`config.mk`:
```
export PLATFORM = sky130hd
export DESIGN_NAME = sorted_time_list_top
export DESIGN_NICKNAME = d
export VERILOG_FILES = /design/src/sv/stl_pkg.sv /design/src/sv/stl_cell.sv /design/src/sv/sorted_time_list_top.sv
export SDC_FILE = /design/constraint.sdc
export NUM_CORES = 1
export LEC_CHECK = 0
export ABC_AREA = 1
export BUFFER_PORTS_ARGS = -buffer_cell sky130_fd_sc_hd__clkbuf_2
export CORE_MARGIN = 5
export CORE_UTILIZATION = 45
export CTS_CLUSTER_SIZE = 20
export DETAILED_ROUTE_END_ITERATION = 7
export PLACE_DENSITY_LB_ADDON = 0.15
export SETUP_SLACK_MARGIN = 0.1
export SLEW_MARGIN = 10
export SYNTH_ARGS = -nofsm -noshare
export SYNTH_HDL_FRONTEND = slang
export SYNTH_SLANG_ARGS = --single-unit
```
`constraint.sdc`:
```
create_clock -name clock -period 6.1 [get_ports clock]
set_input_delay 0.305 -clock clock [delete_from_list [all_inputs] [get_ports clock]]
set_output_delay 0.305 -clock clock [all_outputs]
set_load 0.01 [all_outputs]
```
`src/sv/stl_pkg.sv`:
```
// Shared types and constants for the sorted time list.
// No dependencies; used by every module of the block.
package stl_pkg;

   localparam int DEPTH   = 16;
   localparam int TIME_W  = 12;
   localparam int TAG_W   = 16;
   localparam int FUNC_W  = 2;
   localparam int INDEX_W = 4;
   localparam int COUNT_W = 5;

   // count register holds 0..DEPTH
   localparam int CNT_W  = $clog2(DEPTH + 1);
   localparam int SLOT_W = $clog2(DEPTH);
   // common width for index / count arithmetic
   localparam int WIDE_W = (CNT_W > COUNT_W) ? CNT_W : COUNT_W;

   localparam logic [FUNC_W-1:0] FN_INSERT  = 2'd0;
   localparam logic [FUNC_W-1:0] FN_REVERSE = 2'd1;
   localparam logic [FUNC_W-1:0] FN_READ    = 2'd2;

   typedef struct packed {
      logic [FUNC_W-1:0]  func;
      logic [TIME_W-1:0]  entry_time;
      logic [TAG_W-1:0]   entry_tag;
      logic [INDEX_W-1:0] index;
   } stl_req_type;

   typedef struct packed {
      logic               found;
      logic [TIME_W-1:0]  out_time;
      logic [TAG_W-1:0]   out_tag;
      logic [COUNT_W-1:0] count;
      logic               dropped;
   } stl_rsp_type;

   // broadcast to every cell
   typedef struct packed {
      logic              ins;
      logic [TIME_W-1:0] entry_time;
      logic [TAG_W-1:0]  entry_tag;
   } stl_cmd_type;

   // where a cell sits relative to the fill level
   typedef struct packed {
      logic occ;    // cell holds an entry
      logic open;   // cell index <= count
   } stl_pos_type;

   // handed from a cell to its right neighbor
   typedef struct packed {
      logic              lt;   // held and strictly earlier than new entry
      logic [TIME_W-1:0] entry_time;
      logic [TAG_W-1:0]  entry_tag;
   } stl_link_type;

endpackage

```
`src/sv/stl_cell.sv`:
```
// One slot of the sorted list: holds an entry, compares it with the
// entry being inserted, and either keeps it, takes the new one or shifts in
// its left neighbor's entry. Depends on stl_pkg.
module stl_cell import stl_pkg::*; (
   input  logic         clock,
   input  stl_cmd_type  cmd,
   input  stl_pos_type  pos,
   input  stl_link_type left,
   output stl_link_type right
);

   logic [TIME_W-1:0] time_ff, time_in;
   logic [TAG_W-1:0]  tag_ff, tag_in;
   logic              lt;
   logic              take_new;
   logic              take_left;

   assign lt = pos.occ && (time_ff < cmd.entry_time);

   // new entry lands at the first cell not earlier than it
   assign take_new  = cmd.ins && pos.open && !lt && left.lt;
   assign take_left = cmd.ins && pos.open && !left.lt;

   always_comb begin
      time_in = time_ff;
      tag_in  = tag_ff;
      if (take_new) begin
         time_in = cmd.entry_time;
         tag_in  = cmd.entry_tag;
      end else if (take_left) begin
         time_in = left.entry_time;
         tag_in  = left.entry_tag;
      end
   end

   always_ff @(posedge clock) begin
      time_ff <= time_in;
      tag_ff  <= tag_in;
   end

   assign right.lt         = lt;
   assign right.entry_time = time_ff;
   assign right.entry_tag  = tag_ff;

endmodule

```
`src/sv/sorted_time_list_top.sv`:
```
// Sorted time list: bounded list of (time, tag) entries kept ascending by
// time, with insert, reverse-read-order and read-at-index operations. Every
// transaction returns one result transaction in the next cycle from an output
// register; a new request is taken each cycle while the result register is
// empty or being drained. An insert updates the whole row of cells together,
// each cell comparing its entry with the new one and shifting from its
// neighbor. Reads select one cell through a mux.
// Depends on stl_pkg and stl_cell.
module sorted_time_list_top import stl_pkg::*; (
   input  logic        clock,
   input  logic        reset,
   input  logic        req_valid,
   output logic        req_stall,
   input  stl_req_type req,
   output logic        rsp_valid,
   input  logic        rsp_stall,
   output stl_rsp_type rsp
);

   logic [CNT_W-1:0] count_ff, count_in;
   logic             reversed_ff, reversed_in;
   logic             rsp_valid_ff, rsp_valid_in;
   stl_rsp_type      rsp_ff, rsp_in;

   logic         accept;
   logic         full;
   stl_cmd_type  cmd;
   stl_pos_type  pos [DEPTH];
   stl_link_type link [DEPTH+1];

   logic [WIDE_W-1:0] count_w;
   logic [WIDE_W-1:0] index_w;
   logic [WIDE_W-1:0] slot_w;
   logic              hit;
   logic [TIME_W-1:0] rd_time;
   logic [TAG_W-1:0]  rd_tag;

   assign req_stall = rsp_valid_ff && rsp_stall;
   assign accept    = req_valid && !req_stall;
   assign full      = (count_ff == CNT_W'(DEPTH));

   assign cmd.ins        = accept && (req.func == FN_INSERT) && !full;
   assign cmd.entry_time = req.entry_time;
   assign cmd.entry_tag  = req.entry_tag;

   // head of the chain: nothing to the left, new entry may land in cell 0
   assign link[0].lt         = 1'b1;
   assign link[0].entry_time = req.entry_time;
   assign link[0].entry_tag  = req.entry_tag;

   for (genvar i = 0; i < DEPTH; i++) begin : g_cell
      assign pos[i].occ  = (count_ff >  CNT_W'(i));
      assign pos[i].open = (count_ff >= CNT_W'(i));

      stl_cell u_cell (
         .clock (clock),
         .cmd   (cmd),
         .pos   (pos[i]),
         .left  (link[i]),
         .right (link[i+1])
      );
   end

   // read path
   assign count_w = WIDE_W'(count_ff);
   assign index_w = WIDE_W'(req.index);
   assign hit     = (index_w < count_w);
   assign slot_w  = reversed_ff ? (count_w - WIDE_W'(1) - index_w) : index_w;

   always_comb begin
      rd_time = '0;
      rd_tag  = '0;
      for (int i = 0; i < DEPTH; i++) begin
         if (slot_w[SLOT_W-1:0] == SLOT_W'(i)) begin
            rd_time = link[i+1].entry_time;
            rd_tag  = link[i+1].entry_tag;
         end
      end
   end

   always_comb begin
      count_in    = count_ff;
      reversed_in = reversed_ff;
      rsp_in      = '0;
      case (req.func)
         FN_INSERT: begin
            if (full) begin
               rsp_in.dropped = 1'b1;
            end else begin
               count_in = count_ff + CNT_W'(1);
            end
         end
         FN_REVERSE: begin
            if (count_ff >= CNT_W'(2)) begin
               reversed_in = !reversed_ff;
            end
         end
         FN_READ: begin
            if (hit) begin
               rsp_in.found    = 1'b1;
               rsp_in.out_time = rd_time;
               rsp_in.out_tag  = rd_tag;
            end
         end
         default: begin
         end
      endcase
      rsp_in.count = COUNT_W'(WIDE_W'(count_in));
   end

   always_comb begin
      rsp_valid_in = rsp_valid_ff && rsp_stall;
      if (accept) begin
         rsp_valid_in = 1'b1;
      end
   end

   always_ff @(posedge clock) begin
      if (reset) begin
         count_ff     <= '0;
         reversed_ff  <= 1'b0;
         rsp_valid_ff <= 1'b0;
      end else begin
         rsp_valid_ff <= rsp_valid_in;
         if (accept) begin
            count_ff    <= count_in;
            reversed_ff <= reversed_in;
         end
      end
   end

   always_ff @(posedge clock) begin
      if (accept) begin
         rsp_ff <= rsp_in;
      end
   end

   assign rsp_valid = rsp_valid_ff;
   assign rsp       = rsp_ff;

endmodule

```
Yosys cells after proc, flatten, opt, wreduce, memory -nomap -nowiden
Index checks and enable logic that the tools add are counted.
{"block": "totals", "register_bits": 490, "out_inout_bits": 37, "wordCells": 328, "in_bits": 38}
{"block": "op_classes", "n_mux": 98, "n_reduce_logical": 120, "eq_ne": 18, "n_lt_le_gt_ge": 49, "add_sub_neg": 3}
{"op": "$mux 16", "count": 46}
{"op": "$mux 12", "count": 46}
{"op": "$lt 12x12->1", "count": 16}
{"op": "$logic_and 1x1->1", "count": 82}
{"op": "$ge 5x4->1 const B", "count": 8}
{"op": "$gt 5x4->1 const B", "count": 8}
{"op": "$eq 4x4->1 const B", "count": 8}
{"op": "$reduce_bool 2->1", "count": 15}
{"op": "$mux 29", "count": 1}
{"op": "$ge 5x3->1 const B", "count": 4}
{"op": "$gt 5x3->1 const B", "count": 4}
{"op": "$logic_not 1->1", "count": 19}
{"op": "$eq 4x3->1 const B", "count": 4}
{"op": "$ge 5x1->1 const B", "count": 2}
{"op": "$ge 5x2->1 const B", "count": 2}
{"op": "$gt 5x1->1 const B", "count": 2}
{"op": "$gt 5x2->1 const B", "count": 2}
{"op": "$mux 5", "count": 2}
{"op": "$eq 4x2->1 const B", "count": 2}
{"op": "$add 5x1->5 const B", "count": 1}
{"op": "$eq 5x5->1 const B", "count": 1}
{"op": "$lt 4x5->1", "count": 1}
{"op": "$eq 4x1->1 const B", "count": 1}
{"op": "$logic_not 4->1", "count": 1}
{"op": "other kinds (9)", "count": 10}

Depth between registers and ports, before layout
{"block": "depth", "depth_word": 21, "ltp_mapped": 22, "mapped_depth_nobuf": 21}

Modules after synthesis
From an unflattened synthesis, not the netlist that was laid out.
{"block": "unflattened", "hier_cells": 4112, "hier_area_um2": 31909.4}
{"mod": "stl_cell", "seq_area_each_um2": 840.8, "area_each_um2": 1614.0, "cells_per_inst": 188, "instances": 16}
{"mod": "sorted_time_list_top", "seq_area_each_um2": 1191.1, "area_each_um2": 6084.6, "cells_per_inst": 1104, "instances": 1}

Worst setup path before layout
Ideal clock, no wire load.
{"block": "synth_timing", "kind": "reg2reg", "from": "register rsp_valid_ff (netlist: rsp_valid)", "to": "register g_cell[13].u_cell.tag_ff[0], enable pin", "path_stages_with_launch": 8, "arrival_ns": 4.931, "setup_time_ns": 0.452, "required_ns": 5.648, "path_buffers": 0, "slack_ns": 0.717, "period_less_slack_ns": 5.383, "path_cell_list": "dfxtp_1 -> nand2_1 -> inv_1 -> nor2_1 -> nand2_1 -> a21oi_1 -> inv_1 -> o21ai_0"}
{"block": "synth_between", "elab_chain_len": 9, "word_cells_on_any_way": 10, "cone_classes": "reduce/logical (10)"}
{"element": "start, declared", "line": "sorted_time_list_top.sv:22", "text": "logic rsp_valid_ff, rsp_valid_in;"}
{"element": "start signal, assigned", "line": "sorted_time_list_top.sv:124", "text": "rsp_valid_ff <= rsp_valid_in;"}
{"element": "$logic_and 1x1->1 (*)", "line": "sorted_time_list_top.sv:38", "text": "assign req_stall = rsp_valid_ff && rsp_stall;"}
{"element": "named net req_stall", "line": "sorted_time_list_top.sv:13", "text": "output logic req_stall,"}
{"element": "$logic_not 1->1 (*)", "line": "sorted_time_list_top.sv:39", "text": "assign accept = req_valid && !req_stall;"}
{"element": "$logic_and 1x1->1 (*)", "line": "sorted_time_list_top.sv:39"}
{"element": "named net accept", "line": "sorted_time_list_top.sv:25", "text": "logic accept;"}
{"element": "$logic_and 1x1->1 (*) (2 in series)", "line": "sorted_time_list_top.sv:42", "text": "assign cmd.ins = accept && (req.func == FN_INSERT) && !full;"}
{"element": "$logic_and 1x1->1 (*)", "line": "stl_cell.sv:21, stl_cell.sv:22"}
{"element": "$logic_and 1x1->1 (2 in series)", "line": "stl_cell.sv:21", "text": "assign take_new = cmd.ins && pos.open && !lt && left.lt;"}
{"element": "$reduce_bool 2->1 (no line) (*)"}
{"element": "end signal, assigned", "line": "stl_cell.sv:38", "text": "tag_ff <= tag_in;"}
{"element": "end, declared", "line": "stl_cell.sv:13", "text": "logic [TAG_W-1:0] tag_ff, tag_in;"}
The timed path passes the listed nets; every way through them passes the cells marked *.
A chain may end at the register's enable or synchronous reset.

Worst setup path after layout
{"block": "layout_timing", "from": "register count_ff[0]", "to": "register rsp_ff, in the netlist rsp[27] (data pin)"}
{"block": "layout_between", "elab_chain_len": 20, "word_cells_on_any_way": 37, "cone_classes": "add/sub (2); order compare (1); eq/ne (15); mux (17); reduce/logical (2)"}
{"element": "start, declared", "line": "sorted_time_list_top.sv:20", "text": "logic [CNT_W-1:0] count_ff, count_in;"}
{"element": "start signal, assigned", "line": "sorted_time_list_top.sv:126", "text": "count_ff <= count_in;"}
{"element": "$sub 4x1->4", "line": "sorted_time_list_top.sv:68", "text": "assign slot_w = reversed_ff ? (count_w - WIDE_W'(1) - index_w) : index_w;"}
{"element": "$sub 4x4->4", "line": "sorted_time_list_top.sv:68"}
{"element": "$mux 4", "line": "sorted_time_list_top.sv:68"}
{"element": "$logic_not 4->1", "line": "sorted_time_list_top.sv:74", "text": "if (slot_w[SLOT_W-1:0] == SLOT_W'(i)) begin"}
{"element": "$mux 12 (16 in series)", "line": "sorted_time_list_top.sv:74"}
{"element": "end signal, assigned", "line": "sorted_time_list_top.sv:134", "text": "rsp_ff <= rsp_in;"}
{"element": "end, declared", "line": "sorted_time_list_top.sv:23", "text": "stl_rsp_type rsp_ff, rsp_in;"}
Several ways; a longest one is shown, not always the timed one.

==> metrics <==
count of final setup violators=0; parity-gate share of the synthesized area counting xor and xnor cells=0.000634; Max clock buf depth=3; count of buffering cells on the critical path with inverters included=3; residual antenna-violating net count after detailed routing=0; power share of the clock group=0.406; final hold violation count=0; power density normalized to cell area=approximately 260 nW/um^2; fraction of layout instances using a drive strength above 1=0.0823; result of the run=finished, final reports clean; Final period util=0.714; routed vias/inst=5.49; slowest stage delay, CP=roughly 0.73 ns; die width=around 260 um; number of buffers added for setup after CTS=0; CTS H-Tree Depth=2; switching power share of the total=0.256; class of the most critical hold timing path=in2reg; worst min-delay path startpoint=req[20]; pin count of the biggest net entering global routing=58; average wire per standard cell=19.1 um; post-detailed-placement cell area=between 20000 and 30000 um^2; peak supply drop=0.201 mV; gate family responsible for the most delay along the worst path=simple AND/OR/NAND/NOR gates; internal power=5.86 mW; detailed-placement wirelength estimate=53700 um; type of origin of the critical path=flip-flop; Crit. End Element=flip-flop; Hold Path Cell Cnt=1; worst-case reg-to-reg path depth=17; Vias=21600; core area=60600 um^2; net switching power figure=2.01 mW; TritonRoute pass-1 iters=5; fin area=30700 um^2; number of antenna violations at the first check in global routing=0; Crit Path Max Fanout=20; setup TNS=0 ns; number of warning messages in the yosys log=0; Rows=90; maximum frequency from static timing analysis=0.229 GHz; arrival time worst endpoint=4.73 ns; cts-stage hold buffer count=29; share of cell area taken by muxes after synthesis=0; clock transition time at the flip-flop clock pins of the worst setup and hold paths=roughly 0.06 ns; worst path required time=6.48 ns; post-detailed-routing wire length=75300 um; clock insertion delay at the later pin of the skew report=0.62 ns; Worst path slowest cell=nand3_1; worst reg2reg endpoint=rsp[27]$_SDFFCE_PN0P_; number of global-route vias before repair=between 20000 and 25000; reg-to-reg startpoint=count_ff[0]$_SDFFE_PP0P_; Mapped Area=27600 um^2; Cell Chain, Critical Path=ha_1 > fa_1 > xnor2_1 > o21ai_2 > inv_1 > nand3_1 > clkinv_1 > nand2_1 > nand3_1 > nor2_1 > nand4_1 > nand2_1 > nand4_1 > nor2_1 > nand4_1 > nand2_1 > inv_1; drt drc=0; number of synthesized flops with an enable pin=483; overall global routing resource usage=0.222; startpoint-to-endpoint class of the critical path=reg2reg; TritonCTS clock tree=yes; final critical-path required period=4.36 ns; global-route wire length before repair=118000 um; Initial Util=0.456; end point of the most critical hold path=g_cell[0].u_cell.time_ff[0]$_DFFE_PP_; number of nets in the synthesized netlist=3298; worst clock skew=0.0155 ns; most common library cell in the layout ignoring fill and taps=nand2_1; die footprint=66500 um^2; Sequential Power Share=0.486; Yosys cell types=43; Iteration-0 DRC Markers=1870; Total Power Consumption=7.87 mW; compound-cell area share of the yosys netlist=0.135; PortBufs=74; synthesized-area fraction occupied by adder cells=0.0849; CTS root buffer=clkbuf_16; Static Leak=12.8 nW; transition time at the pin with the least slew margin=1.19 ns; clock buffer count from CTS=56; simple-gate share of the synthesized area=0.194; register bit count reported by yosys=490; cells after synthesis=roughly 3100; net total in the final layout=3344; mean instance size in the synthesized netlist=8.99 um^2; final weighted congestion in routability-driven placement=0.918; CTS-repair resized insts=0; unrepaired setup endpoints after global routing=false; proportion of power drawn by combinational gates=0.107; Final Max Tran Viols=0; Sinks on Clock Net=490; number of primary I/O pins=75; most instantiated flip-flop cell in the synthesis netlist=edfxtp_1; most frequent cells in the layout=885 x nand2_1, 483 x edfxtp_1, 458 x o21ai_0; worst max-slew margin expressed relative to the limit=0.208; sequential area share after synthesis=0.530; remaining global-route overflow=0; post-synthesis async set-or-reset flop share=0; reg-to-reg slack, setup=1.74 ns; maximum capacitance violations=0; die boundary height=258 um; largest family of logic cells by synthesized area=simple AND/OR/NAND/NOR gates; area growth from synthesis to layout=11.2%
[metrics by stage]
| stage | hold WS (ns) | cells | worst slack [ns] | utilization |
|---|---|---|---|---|
| after global placement | 0.466 | 3814 | 1.83 | 0.474 |
| after floorplan | 0.374 | 3073 | 0.717 | - |
| after global routing | 0.0550 | 3942 | 1.37 | 0.507 |
| after detailed placement | 0.500 | 3814 | 1.78 | 0.474 |
| final | 0.0608 | 3943 | 1.74 | 0.507 |
| after CTS | 0.0372 | 3942 | 1.76 | 0.507 |
[state kept, by name, summed over array words and instances (netlist names)]
| name | flops |
|---|---|
| g_cell.u_cell.tag_ff | 256 |
| count_ff | 5 |
| rsp | 35 |
| g_cell.u_cell.time_ff | 192 |
| rsp_valid | 1 |
| reversed_ff | 1 |
[Yosys cell counts, types with 5 or more instances]
| master | n | area [um^2] |
|---|---|---|
| nand2_1 | 885 | 3320 |
| edfxtp_1 | 483 | 14500 |
| o21ai_0 | 461 | 2310 |
| inv_1 | 197 | 739 |
| nor2_1 | 191 | 717 |
| a21oi_1 | 189 | 946 |
| ha_1 | 186 | 2330 |
| clkbuf_1 | 101 | 379 |
| nand3_1 | 88 | 440 |
| nand4_1 | 84 | 526 |
| buf_2 | 46 | 230 |
| nor3_1 | 14 | 70.1 |
| buf_1 | 12 | 45.0 |
| o211ai_1 | 12 | 90.1 |
| or2_2 | 12 | 75.1 |
| inv_2 | 10 | 37.5 |
| buf_4 | 9 | 67.6 |
| o21a_1 | 9 | 67.6 |
| nor2_4 | 8 | 90.1 |
| dfxtp_1 | 7 | 140 |
| nand3b_1 | 7 | 52.6 |
| o31ai_1 | 7 | 52.6 |
| a211oi_1 | 6 | 45.0 |
| nor2_2 | 6 | 37.5 |
| o21ai_1 | 6 | 30.0 |
| a21o_1 | 5 | 37.5 |
[worst register-to-register path, cell delays in order (launching register included)]
cell	delay, ns
dfxtp_1	0.43
ha_1	0.29
fa_1	0.39
xnor2_1	0.15
o21ai_2	0.25
inv_1	0.33
nand3_1	0.73
clkinv_1	0.52
nand2_1	0.16
nand3_1	0.09
nor2_1	0.10
nand4_1	0.15
nand2_1	0.12
nand4_1	0.10
nor2_1	0.13
nand4_1	0.09
nand2_1	0.07
inv_1	0.04
[power by group through the flow]
stage | clock network [mW] | registers (mW) | logic (mW)
3_3_place_gp | 0 | 3.90 | 0.807
6_report | 3.20 | 3.83 | 0.844
4_1_cts | 3.28 | 3.83 | 0.845
5_1_grt | 3.42 | 3.83 | 0.951
2_1_floorplan | 0 | 3.89 | 0.521
3_5_place_dp | 0 | 3.90 | 0.825
[worst max-delay path by stage]
stage                             startpoint                                    end  cells past startpoint
detailed placement  count_ff[0]$_SDFFE_PP0P_                  rsp[28]$_SDFFCE_PN0P_                     17
global placement                      req[0]                  rsp[28]$_SDFFCE_PN0P_                     19
finish              count_ff[0]$_SDFFE_PP0P_                  rsp[27]$_SDFFCE_PN0P_                     17
global route        count_ff[0]$_SDFFE_PP0P_                   rsp[7]$_SDFFCE_PN0P_                     17
CTS                 count_ff[0]$_SDFFE_PP0P_                  rsp[28]$_SDFFCE_PN0P_                     17
floorplan               rsp_valid$_SDFF_PP0_  g_cell[13].u_cell.tag_ff[0]$_DFFE_PP_                      7
[layout make-up]
cell class              instances  area (um^2)
diodes                          1         2.50
clock buffers                  79         1530
clock inverters                20          184
fillers                      5639        29800
inverters                     210          788
multi-input cells            2202        11500
flip-flops and latches        490        14600
well taps                     782          978
repair buffers                159         1080
[per-layer routing]
metal / global-route usage / wire length, um / share of wire
met5: 0 / 0 / 0
met4: 0.0540 / 1780 / 0.024
met3: 0.0257 / 4320 / 0.057
met2: 0.357 / 34200 / 0.45
met1: 0.326 / 35000 / 0.47
[kinds of logic after synthesis]
| family | Yosys count |
|---|---|
| simple gates | 1300 |
| compound gates | 713 |
| flops | 490 |
| buf+inv | 381 |
| fa+ha+maj | 187 |
| xor+xnor | 2 |
(Power assumes the default switching activity.)
